[src/rtl/ieca_ram.sv]
// Generic simple dual-port RAM: one write port, one read port with
// registered read data. No dependencies.
module ieca_ram #(
  parameter int WIDTH = 8,
  parameter int DEPTH = 16
) (
  input  logic                     clk_i,
  input  logic                     wr_en_i,
  input  logic [$clog2(DEPTH)-1:0] wr_addr_i,
  input  logic [WIDTH-1:0]         wr_data_i,
  input  logic                     rd_en_i,
  input  logic [$clog2(DEPTH)-1:0] rd_addr_i,
  output logic [WIDTH-1:0]         rd_data_o
);

  logic [WIDTH-1:0] mem_q [DEPTH];
  logic [WIDTH-1:0] rd_data_q;

  always_ff @(posedge clk_i) begin
    if (wr_en_i) begin
      mem_q[wr_addr_i] <= wr_data_i;
    end
    if (rd_en_i) begin
      rd_data_q <= mem_q[rd_addr_i];
    end
  end

  assign rd_data_o = rd_data_q;

endmodule

[config.mk]
export PLATFORM = sky130hd
export DESIGN_NAME = ieca_ram
export DESIGN_NICKNAME = d
export VERILOG_FILES = /design/src/rtl/ieca_ram.sv
export SDC_FILE = /design/constraint.sdc
export NUM_CORES = 1
export LEC_CHECK = 0
export BUFFER_PORTS_ARGS = -buffer_cell sky130_fd_sc_hd__buf_4
export CORE_UTILIZATION = 37
export DETAILED_ROUTE_END_ITERATION = 7
export GPL_TIMING_DRIVEN = 0
export PLACE_DENSITY_LB_ADDON = 0.12
export SLEW_MARGIN = 40
export SYNTH_ARGS = -nofsm -noshare
export SYNTH_HDL_FRONTEND = slang
export SYNTH_SLANG_ARGS = --single-unit
[constraint.sdc]
create_clock -name clk_i -period 5 [get_ports clk_i]
set_input_delay 0.75 -clock clk_i [delete_from_list [all_inputs] [get_ports clk_i]]
set_output_delay 0.75 -clock clk_i [all_outputs]
set_load 0.05 [all_outputs]
==> metrics.md <==
| Metric | Value |
|---|---|
| Nets | 292 |
| Vias in the first global route | 2436 |
| Die width | 121 um |
| Crit path max fanout | 8 |
| Fin cells | 466 |
| CP bufs+invs | 1 |
| Syn nets | 248 |
| Max stage delay cell, worst path | nor2_1 |
| Fin Setup TNS | 0 ns |
| CTS tree | done |
| Commonest non-fill, non-tap cell in the layout | edfxtp_1 |
| Clock power frac | 46.8% |
| Clock transition at the registers of the reported paths | 0.06 ns |
| Internal power | 2.17 mW |
| Clock skew | 0.00470 ns |
| YS warnings | 0 |
| Pwr Density | 431 nW/um^2 |
| Worst-Margin Slew | 0.839 ns |
| PostCTS Resize Cnt | 0 |
| Achievable Freq | 485 MHz |
| # port buffers | 25 |
| Antenna Nets Post-Route | 0 |
| Sequential fraction of the synthesis area | 78.1% |
| Initial antenna violation count | 0 |
| Cell Area, Placed | 5660 sq um |
| 1st-iter DRT viols | 103 |
| # diodes | 0 |
| DRC | 0 |
| Vias/cell | 5.12 |
| Final Slew Violations | 0 |
| FP Rows | 43 |
| Post-Layout Inst Area | 6290 sq um |
| Worst ir drop on vdd | 0.220 mV |
| Fill count | 1156 |
| GRT Total Usage | 15.7% |
| Hold-fix buffers, CTS | 0 |
| Unrepaired setup endpoints after global routing | no |
| Net Sw Frac | 19.9% |
| DIE AREA | 14600 sq um |
| Inst Count DP | 434 |
| DR vias | 2386 |
| Worst EP required | 5.03 ns |
| Minimum clock period | 2.06 ns |
| Most frequent cells in the layout | edfxtp_1 (136), buf_4 (26), mux4_2 (18) |
| Clk_lat worst skew | 0.40 ns |
| Worst setup EP type | register |
| Slew margin rel. | 43.9% |
| Total power | 2.71 mW |
| WL final | 10400 um |
| Largest net degree at the start of global routing | 17 |
| Cell Chain, Critical Path | buf_4 -> or3b_2 -> nor2_1 |
| Clock tree buffer depth | 2 |
| CP Data Arrival Time | 2.09 ns |
| Combinational fraction of design power | 5.5% |
| CTS root buffer | clkbuf_16 |
| CP delay by family, top | simple AND/OR/NAND/NOR gates |
| Min-Delay Path Class | input port to register |
| Hold Vio Cnt, Final | 0 |
| First-pass GRT wire length | 15300 um |
| Final setup violation count | 0 |
| I/O pin cnt | 27 |
| Initial Util | 37.8% |
| Max-Cap Viols | 0 |
| Post-place setup slack | 2.49 ns |
| TritonCTS sink count | 136 |
| Htree depth | 4 |
| Multi-input logic area | 1090 sq um |
| Yosys reg bits | 136 |
| Syn Inst Count | 229 |
| Critical path type | input port to register |
| Num CTS Buffers | 17 |
| Die H | 121 um |
| Distinct cells, synth | 18 |
| Post-layout util | 45.5% |
| Avg WL per Cell | 22.3 um |
| Dpl hpwl | 6650 um |
| Detailed Routing Iterations Pass 1 | 4 |
| Hold WS | 0.615 ns |
| Congestion Overflow GR | 0 |
| Lkg Pwr | 2.08 nW |
| Synth Area per Inst | 22.8 sq um |
| Final worst path period share | 41.3% |
| Layout area overhead | 20.3% |
| CP max stage delay | 0.67 ns |
| Final GP Congestion | 0.665 |
| Startpoint types | input port |
| Seq pwr share | 47.7% |
| Final setup margin | 2.94 ns |
| Setup Buffers After CTS | 0 |
| Share of layout cells above drive strength 1 | 33.9% |
| Cell Area, Synth | 5230 sq um |
| Status | completed |
| Sw power | 0.539 mW |
| CORE AREA | 13800 sq um |
| Storage element area | 4080 sq um |
layout make-up:
class	instances	area share (%)
clock inverters	15	2.93
flip-flops and latches	136	65.0
clock buffers	17	6.77
multi-input cells	83	17.4
repair buffers	25	2.99
well taps	180	3.58
plain buffers	10	1.37
layer usage:
metal | GRT usage (%) | routed length, um | vias up
met2 | 23.4 | 5060 | 69
met1 | 22.5 | 4750 | 1243
met5 | 0 | 0 | -
met3 | 4.42 | 529 | 7
li1 | - | - | 1067
met4 | 4.86 | 78 | 0
cell usage after synthesis (all sizes together):
library cell / count / area, sq um
a22oi: 16 / 120
nand3b: 2 / 15.0
or3b: 1 / 8.76
nor2b: 1 / 6.26
nand2: 9 / 33.8
buf: 7 / 56.3
nor3: 4 / 20.0
nand3: 1 / 5.00
mux4: 32 / 773
clkdlybuf4s25: 3 / 30.0
nand2b: 2 / 12.5
nor2: 13 / 48.8
and2: 1 / 6.26
edfxtp: 136 / 4080
and2b: 1 / 7.51
kinds of logic (layout without fill, tap and decap cells):
family	after synthesis	after routing	synth area share (%)
mux	32	32	14.8
flops	136	136	78.1
compound gates	16	16	2.30
simple gates	35	35	3.14
buf+inv	10	67	1.65
registers in the layout (all words and copies together) (netlist names):
register   cells
rd_data_o      8
mem_q        128
path summary, 6_finish.rpt:
| check | from | to | slack (ns) | cells past startpoint |
|---|---|---|---|---|
| max | wr_addr_i[2] | mem_q[1][2] | 2.94 | 3 |
| min | rd_en_i | rd_data_o[1] | 0.61 | 1 |
| max reg2reg | mem_q[1][0] | rd_data_o[0] | 3.42 | 3 |
| min reg2reg | mem_q[8][4] | rd_data_o[4] | 0.77 | 3 |
power by group through the flow:
stage	Combinational, mW	Clock (mW)	Sequential, mW
global route	0.161	1.34	1.29
floorplan	0.0648	0	1.33
detailed placement	0.152	0	1.31
CTS	0.152	1.29	1.29
global placement	0.149	0	1.31
finish	0.150	1.27	1.29
worst register-to-register path, stage by stage, from the launching register on:
cell,delay (ns)
edfxtp_1,0.35
mux4_1,0.50
a22oi_1,0.35
nand2_1,0.12
(Power assumes the default switching activity.)
